### src/hw/rtl/wms_ram.sv
// Generic single-write, single-read RAM with registered read data.
`timescale 1ns / 1ps

module wms_ram #(
   parameter int WIDTH = 8,
   parameter int DEPTH = 16
) (
   input  logic                                       clock,
   input  logic                                       wr_en,
   input  logic [((DEPTH > 1) ? $clog2(DEPTH) : 1)-1:0] wr_addr,
   input  logic [WIDTH-1:0]                           wr_data,
   input  logic [((DEPTH > 1) ? $clog2(DEPTH) : 1)-1:0] rd_addr,
   output logic [WIDTH-1:0]                           rd_data
);

   logic [WIDTH-1:0] mem [DEPTH];
   logic [WIDTH-1:0] rd_data_ff;

   always_ff @(posedge clock) begin
      if (wr_en) begin
         mem[wr_addr] <= wr_data;
      end
      rd_data_ff <= mem[rd_addr];
   end

   assign rd_data = rd_data_ff;

endmodule

### config.mk
export PLATFORM = sky130hd
export DESIGN_NAME = wms_ram
export DESIGN_NICKNAME = d
export VERILOG_FILES = /design/src/hw/rtl/wms_ram.sv
export SDC_FILE = /design/constraint.sdc
export NUM_CORES = 1
export LEC_CHECK = 0
export ABC_AREA = 1
export BUFFER_PORTS_ARGS = -buffer_cell sky130_fd_sc_hd__buf_4
export CORE_MARGIN = 2
export CORE_UTILIZATION = 60
export CTS_BUF_LIST = sky130_fd_sc_hd__clkbuf_4 sky130_fd_sc_hd__clkbuf_8
export DETAILED_ROUTE_END_ITERATION = 8
export PLACE_DENSITY = 0.78
export SLEW_MARGIN = 20
export SYNTH_ARGS = -nofsm -noshare
export SYNTH_HDL_FRONTEND = slang
export SYNTH_SLANG_ARGS = --single-unit
### constraint.sdc
create_clock -name clock -period 1.29 [get_ports clock]
set_clock_uncertainty 0.1 [all_clocks]
set_input_delay 0.129 -clock clock [delete_from_list [all_inputs] [get_ports clock]]
set_output_delay 0.129 -clock clock [all_outputs]
set_load 0.05 [all_outputs]
==> results.ini <==
[timing]
drv_slew = 0
finalHoldWorstSlack_ns = 0.115
slew_headroom_pct = 80.7
period_needed_ns = 1.26
max_clock_freq_ghz = 0.796
finalSetupViolCount = 0
worst_slew_pin_slew_ns = 0.289
rsz0062_at_grt = false
finalHoldViolCount = 0
min_period_over_period_pct = 97.4

[placed_design]
place_area_um2 = 6230
numPortBuffers = 25
routabilityCongestion = 0.858
dp_hpwl_um = 7820

[final_layout]
design_area_um2 = 6720
nNetsFinal = 626
multi_input_area_um2 = 1210
n_antenna_cell = 0
syn2layout_area_growth_pct = 16.5
ff_latch_area_um2 = 4000
nFillCells = 650
layout-drive-gt1-share_pct = 13.8

[setup_path]
arrival_ns = 1.49
cp_common_cell = nand3_1
critPathMaxStageDelay_ns = 0.55
slowest_stage = dlygate4sd3_1
worstPathCellList = dlygate4sd3_1 > buf_4 > inv_1 > buf_12 > nand3_1 > nand3_1 > nand2_1
start_kind = input pin
worstPathRequired_ns = 1.52
crit_path_end_kind = flop
worstPathMaxFanout = 16
rr_worst_depth = 6
crit_type = input pin to flop

[power_and_ir_drop]
powerDensity_nw_per_um2 = 1370
ir_drop_mv = 0.933
p_leak_nw = 2.94

[synth]
ys_ff_latch = 136
synthArstFlopShare_pct = 0
synth_xor_area_share_pct = 0
synth-simple-area-share_pct = 21.0
synth_compound_area_share_pct = 0
synth_edf_count = 128
postSynthCellCount = 551
synth_top_cell_by_area = edfxtp_1
ys.flop_type = edfxtp_1
synth_nets = 569
syn_avg_cell_area_um2 = 10.5
yosysUniqueCellTypes = 12
synth_top_area_share_pct = 66.7
synth_top_family_by_area = simple AND/OR/NAND/NOR gates
yosysSeqAreaShare_pct = 69.4
netlist_top_cells_area = edfxtp_1, nand2_1, nand3_1, inv_1, dfxtp_1
synth.cell_area_um2 = 5770
synth_warnings = 0
ys_top_cells_by_count = nand2_1, edfxtp_1, inv_1
synthMuxAreaShare_pct = 0
synthAdderAreaFrac_pct = 0
synth.most_common_cell = nand2_1

[clock_tree]
clock_path_buffers = 2
clkTransAtPathRegs_ns = 0.07
cts_tree = yes
cts_buffers = 17
cts-resized-gates = 0
clk_latency_ns = 0.44
root_buffer = clkbuf_8
clock_sinks = 136
h-tree-depth = 4

[routing]
wire_per_inst_um = 17.2
dr.pass1.iters = 5
drtIter0Drc = 300
routed_wl_um = 12900
vias = 4020
route.detailed.drc = 0
antenna_left = 0
viasPerCell = 5.36

[run_status]
status = completed

[floorplan]
fp.dieW_um = 102
num_rows = 35
ios = 26
initial_utilization_pct = 62.1
core_area_um2 = 9280
die_height_um = 102
die_area_um2 = 10400

[global_route]
grt_max_degree = 65
grt_pass1_vias = 4036
grt_first_pass_wirelength_um = 20500
track_usage_pct = 27.1
antenna_found_initial = 0
grt_overflow = 0

[min_path]
hold-path-cell-count = 5
hold_path_class = input pin to flop

[job]
maxCapViolCount = 0

-- metal layers --
layer	global-route usage (%)	wire, um	vias to the layer above
met5	0	0	-
met3	4.79	935	35
met1	35.0	4990	1910
li1	-	-	1883
met2	45.4	6560	192
met4	12.3	393	0
-- layout make-up --
cell class	count	area share (%)
timing repair buffer	62	8.42
clock inverter	14	2.22
multi-input combinational	289	18.1
tap	129	2.40
sequential	136	59.6
clock buffer	18	3.59
inverter	102	5.70
-- through the flow --
stage               cells  util, %  setup TNS (ns)  power [W]  worst slack [ns]
global route          750     72.4               0    0.00943           0.00140
finish                750     72.4               0    0.00919            0.0339
floorplan             551        -               0    0.00551             0.110
global placement      708     67.1               0    0.00581           0.00750
CTS                   750     72.4               0    0.00922            0.0237
detailed placement    708     67.1         -0.0206    0.00582           -0.0206
-- registers in the layout, summed over array words and instances (netlist names) --
register  count
mem         128
rd_data       8
-- power breakdown --
group	total (W)	switching, W	internal [W]
Sequential	0.00496	0.0000310	0.00493
Combinational	0.000792	0.000534	0.000258
Clock	0.00343	0.00169	0.00175
-- path summary, 6_finish.rpt --
check,slack [ns],to,startpoint
min reg2reg,0.59,rd_data[2]$_DFF_P_,mem[12][2]$_DFFE_PP_
min,0.12,rd_data[0]$_DFF_P_,rd_addr[1]
max reg2reg,0.08,rd_data[6]$_DFF_P_,mem[1][6]$_DFFE_PP_
max,0.03,rd_data[6]$_DFF_P_,rd_addr[2]
-- critical path, delay by kind of cell --
| kind | cells | cell delay (ns) |
|---|---|---|
| simple gates | 3 | 0.37 |
| buf+inv | 4 | 0.99 |
-- layout by cell type, fill, tap and decap left out --
cell type	instances
dfxtp_1	8
nor2_1	17
clkinvlp_4	4
nand3_1	97
dlygate4sd3_1	10
nand3b_1	2
edfxtp_1	128
clkbuf_8	17
clkinv_2	3
inv_2	2
bufinv_16	2
buf_12	6
buf_4	46
inv_1	100
inv_6	3
nand2_1	173
clkbuf_4	1
clkinv_4	2
-- timing repair --
action,CTS,global route
hold buffers,10,0
setup endpoints to repair,0,0
setup buffers,0,0
hold endpoints to repair,136,0
-- kinds of logic (layout without fill, tap and decap cells) --
| family | after synthesis | count (layout) |
|---|---|---|
| AND/OR/NAND/NOR | 289 | 289 |
| flip-flops | 136 | 136 |
| buffers and inverters | 126 | 196 |
No activity file was read; power rests on OpenSTA's default activity.
