`src/hw/rtl/wms_pkg.sv`:
```
// Shared types, codes and helpers of the waypoint mission sequencer.
`timescale 1ns / 1ps

package wms_pkg;

   localparam int COORD_W  = 24;
   localparam int RADIUS_W = 50;

   typedef logic signed [COORD_W-1:0] coord_type;

   typedef struct packed {
      coord_type x;
      coord_type y;
      coord_type z;
   } point_type;

   typedef enum logic [1:0] {
      CMD_CLEAR    = 2'd0,
      CMD_APPEND   = 2'd1,
      CMD_ACTIVATE = 2'd2,
      CMD_TICK     = 2'd3
   } cmd_type;

   typedef enum logic [1:0] {
      KIND_XYZ  = 2'd0,
      KIND_ALT  = 2'd1,
      KIND_VEL  = 2'd2,
      KIND_DONE = 2'd3
   } kind_type;

   typedef enum logic [1:0] {
      CSR_TAKEOFF_TARGET_Z = 2'd0,
      CSR_TAKEOFF_DONE_Z   = 2'd1,
      CSR_REACH_RADIUS_SQ  = 2'd2,
      CSR_DESCENT_RATE     = 2'd3
   } csr_reg_type;

   typedef enum logic [5:0] {
      PH_IDLE    = 6'b000001,
      PH_TAKEOFF = 6'b000010,
      PH_NAV     = 6'b000100,
      PH_HOME    = 6'b001000,
      PH_LAND    = 6'b010000,
      PH_DONE    = 6'b100000
   } phase_type;

   localparam logic [2:0] PCODE_IDLE    = 3'd0;
   localparam logic [2:0] PCODE_TAKEOFF = 3'd1;
   localparam logic [2:0] PCODE_NAV     = 3'd2;
   localparam logic [2:0] PCODE_HOME    = 3'd3;
   localparam logic [2:0] PCODE_LAND    = 3'd4;
   localparam logic [2:0] PCODE_DONE    = 3'd5;

   localparam coord_type             RST_TAKEOFF_TARGET_Z = -24'sd2560;
   localparam coord_type             RST_TAKEOFF_DONE_Z   = -24'sd2432;
   localparam logic [RADIUS_W-1:0]   RST_REACH_RADIUS_SQ  = 50'd16384;
   localparam coord_type             RST_DESCENT_RATE     = 24'sd128;

   function automatic logic [2:0] phase_code(input phase_type ph);
      logic [2:0] code;
      case (ph)
         PH_IDLE:    code = PCODE_IDLE;
         PH_TAKEOFF: code = PCODE_TAKEOFF;
         PH_NAV:     code = PCODE_NAV;
         PH_HOME:    code = PCODE_HOME;
         PH_LAND:    code = PCODE_LAND;
         PH_DONE:    code = PCODE_DONE;
         default:    code = PCODE_IDLE;
      endcase
      return code;
   endfunction

endpackage

```
`src/hw/rtl/wms_reach.sv`:
```
// Squared-distance acceptance test against the configured radius.
`timescale 1ns / 1ps

module wms_reach (
   input  wms_pkg::point_type                  target,
   input  wms_pkg::point_type                  position,
   input  logic [wms_pkg::RADIUS_W-1:0]        radius_sq,
   output logic                                reached
);
   import wms_pkg::*;

   localparam int DIFF_W = COORD_W + 1;
   localparam int SQ_W   = 2 * DIFF_W;
   localparam int SUM_W  = SQ_W + 2;

   logic signed [DIFF_W-1:0] dx, dy, dz;
   logic [DIFF_W-1:0]        mx, my, mz;
   logic [SQ_W-1:0]          sx, sy, sz;
   logic [SUM_W-1:0]         dist_sq;

   // signed differences, then magnitudes, so the squares stay unsigned
   assign dx = {target.x[COORD_W-1], target.x} - {position.x[COORD_W-1], position.x};
   assign dy = {target.y[COORD_W-1], target.y} - {position.y[COORD_W-1], position.y};
   assign dz = {target.z[COORD_W-1], target.z} - {position.z[COORD_W-1], position.z};

   assign mx = dx[DIFF_W-1] ? DIFF_W'(-dx) : DIFF_W'(dx);
   assign my = dy[DIFF_W-1] ? DIFF_W'(-dy) : DIFF_W'(dy);
   assign mz = dz[DIFF_W-1] ? DIFF_W'(-dz) : DIFF_W'(dz);

   assign sx = mx * mx;
   assign sy = my * my;
   assign sz = mz * mz;

   assign dist_sq = SUM_W'(sx) + SUM_W'(sy) + SUM_W'(sz);
   assign reached = dist_sq < SUM_W'(radius_sq);

endmodule
```
`config.mk`:
```
export PLATFORM = sky130hd
export DESIGN_NAME = wms_reach
export DESIGN_NICKNAME = d
export VERILOG_FILES = /design/src/hw/rtl/wms_pkg.sv /design/src/hw/rtl/wms_reach.sv
export SDC_FILE = /design/constraint.sdc
export NUM_CORES = 2
export LEC_CHECK = 0
export BUFFER_PORTS_ARGS = -buffer_cell sky130_fd_sc_hd__buf_2
export CAP_MARGIN = 20
export CORE_ASPECT_RATIO = 1.1
export CORE_MARGIN = 2
export CORE_UTILIZATION = 30
export DETAILED_ROUTE_END_ITERATION = 7
export PLACE_DENSITY = 0.48
export SLEW_MARGIN = 20
export SYNTH_ARGS = -nofsm -noshare
export SYNTH_HDL_FRONTEND = slang
export SYNTH_SLANG_ARGS = --single-unit
```
`constraint.sdc`:
```
create_clock -name vclk -period 15.1
set_input_delay 1.51 -clock vclk [all_inputs]
set_output_delay 1.51 -clock vclk [all_outputs]
set_load 0.1 [all_outputs]
```
==> results.py <==
metrics = {
    "run_status": {
        "status": "finished, violations left",
        "violations": "setup timing",
    },
    "setup_path": {
        "crit_fanout": 4,
        "worst_setup_path_end_kind": "primary output",
        "crit_type": "in -> out",
        "crit_arrival_ns": 14.31,
        "cpPeakStageDelay_ns": 0.59,
        "cpMaxStageDelayCell": "fa_1",
        "cp-start-kind": "input pin",
        "cpMostUsedCell": "fa_1",
        "crit_path_start": "target[24]",
        "worstPathRequired_ns": 13.59,
    },
    "yosys": {
        "synth_area_um2": 60200,
        "postSynthCellCount": 6658,
        "synth_area_leaders": "fa_1, ha_1, inv_1, nor2_1, nand2_1",
        "yosysMostFrequentCell": "inv_1",
        "yosys.cell_types.count": 89,
        "yosysWarnings": 0,
        "synthTopCellsByCount": "inv_1, fa_1, ha_1",
        "yosys.area.top_type": "fa_1",
        "yosysSeqAreaShare": 0,
        "yosysTopAreaCellShare": 0.535,
        "avgSynthCellArea_um2": 9.04,
    },
    "placed_design": {
        "dpl.cell_count": 10601,
        "port-buffer-count": 195,
        "globalplace.congestion": 0.952,
        "hpwl_um": 188000,
    },
    "timing": {
        "setup_slack_ns": -0.720,
        "tightest_slew_ns": 0.868,
        "fmax_mhz": 63.2,
        "final_hold_viol_count": 0,
        "setup_viol": 1,
        "rsz0062_at_grt": "yes",
        "post-route-period-util": 1.05,
        "slew_headroom": 0.416,
        "drv_slew": 0,
        "layout_min_cycle_time_ns": 15.82,
    },
    "routing": {
        "via_count": 46467,
        "wire_per_inst_um": 18.7,
        "drt_drc_violations_left": 0,
        "wl_um": 200000,
        "drt_pre_antenna_iters": 5,
        "drt_iter0_markers": 2328,
        "via_per_inst": 4.36,
        "detail-route-antenna-nets": 0,
    },
    "layout": {
        "antenna_cells": 0,
        "ff_latch_area_um2": 0,
        "seq_cells": 0,
        "finalNetCount": 10508,
        "fin_cells": 10647,
        "nClkBuffers": 0,
        "fin_util": 0.378,
        "area_delta_synth_final_pct": 25.4,
        "drive_gt1_frac": 0.220,
    },
    "min_path": {
        "min_delay_worst_endpoint": "reached",
        "hp-class": "in -> out",
        "worstHoldStart": "radius_sq[49]",
        "holdPathStages": 7,
    },
    "floorplanning": {
        "die_x_um": 431,
        "chipHeight_um": 474,
        "boundaryPins": 195,
        "start_util": 0.302,
        "dieArea_um2": 204000,
        "core_um2": 199000,
        "rows": 172,
    },
    "grt": {
        "grt_overflow": 0,
        "grt_pass1_wl_um": 313000,
        "grt_use_total": 0.201,
        "grt_max_degree": 26,
        "antenna_found_initial": 2,
        "grt_pass1_vias": 51968,
    },
    "run": {
        "cap_violations": 0,
    },
}
[placed cells by master, fill, tap and decap left out, types with 21 or more instances in the layout]
| cell type | netlist | layout |
|---|---|---|
| fa_1 | 1610 | 1571 |
| a21oi_1 | 142 | 128 |
| ha_1 | 665 | 650 |
| xnor2_2 | 4 | 23 |
| nor2_2 | 0 | 27 |
| nor2b_1 | 29 | 27 |
| buf_12 | 0 | 42 |
| buf_2 | 21 | 194 |
| buf_6 | 2 | 21 |
| nand4_1 | 25 | 25 |
| o21ai_0 | 70 | 56 |
| a31oi_1 | 28 | 21 |
| nand2_1 | 559 | 550 |
| xnor2_1 | 124 | 104 |
| o21a_1 | 28 | 27 |
| nand3_1 | 41 | 38 |
| fa_2 | 0 | 39 |
| buf_4 | 2 | 1230 |
| xor2_1 | 68 | 58 |
| inv_1 | 2105 | 2098 |
| a21o_1 | 72 | 72 |
| conb_1 | 2 | 61 |
| nor3_1 | 40 | 35 |
| nor2_1 | 586 | 554 |
| nand2b_1 | 27 | 26 |
[worst max-delay path: cells and delay by family]
kind            cells  cell delay [ns]
simple gates       13             2.37
xor+xnor            3             0.45
fa+ha+maj          14             6.06
buf+inv            12             1.30
compound gates     14             2.59
[layer usage]
metal,wire (µm),vias to the layer above,global-route usage
li1,-,21997,-
met2,90700,902,0.325
met5,0,-,0
met1,95600,23377,0.294
met3,7260,191,0.0126
met4,5980,0,0.0473
[timing repair]
item,4_1_cts,5_1_grt
pin swaps,55,81
gates resized for setup,135,106
gates cloned,0,0
endpoints found under the hold margin,0,0
endpoints found under the setup margin,1,1
hold buffers,0,0
setup buffers,26,20
[cells by family after synthesis]
family / share of synthesized area
buffers and inverters: 0.144
adders and majority gates: 0.674
and+or+nand+nor: 0.0982
AOI/OAI and AO/OA: 0.0525
xor gates and xnor gates: 0.0297
muxes: 0.00175
other: 0.000125
[final cells by class]
| cell class | count | area [µm²] |
|---|---|---|
| fill | 20343 | 124000 |
| multi-input combinational | 4420 | 52900 |
| tap | 2610 | 3270 |
| timing repair buffer | 1488 | 11300 |
| inverter | 2129 | 8010 |
[per-stage QoR]
| step | TNS, ns | hold slack, ns | setup slack [ns] | instance area (µm²) |
|---|---|---|---|---|
| floorplan | -0.103 | 3.47 | -0.103 | 60700 |
| CTS | -0.877 | 3.65 | -0.877 | 74900 |
| global placement | -1.78 | 3.72 | -1.78 | 74100 |
| detailed placement | -1.95 | 3.70 | -1.95 | 74100 |
| finish | -0.720 | 3.64 | -0.720 | 75500 |
| global route | -1.12 | 3.67 | -1.12 | 75500 |
[how the worst max path moves through the flow]
stage | end | slack (ns) | depth (start not counted)
final | reached | -0.72 | 56
after global routing | reached | -1.12 | 58
after CTS | reached | -0.88 | 56
after detailed placement | reached | -1.95 | 58
after global placement | reached | -1.78 | 57
after floorplan | reached | -0.10 | 51
Power is not shown: default switching activity piles up to over one toggle a cycle in this logic, so the estimate is an artifact.
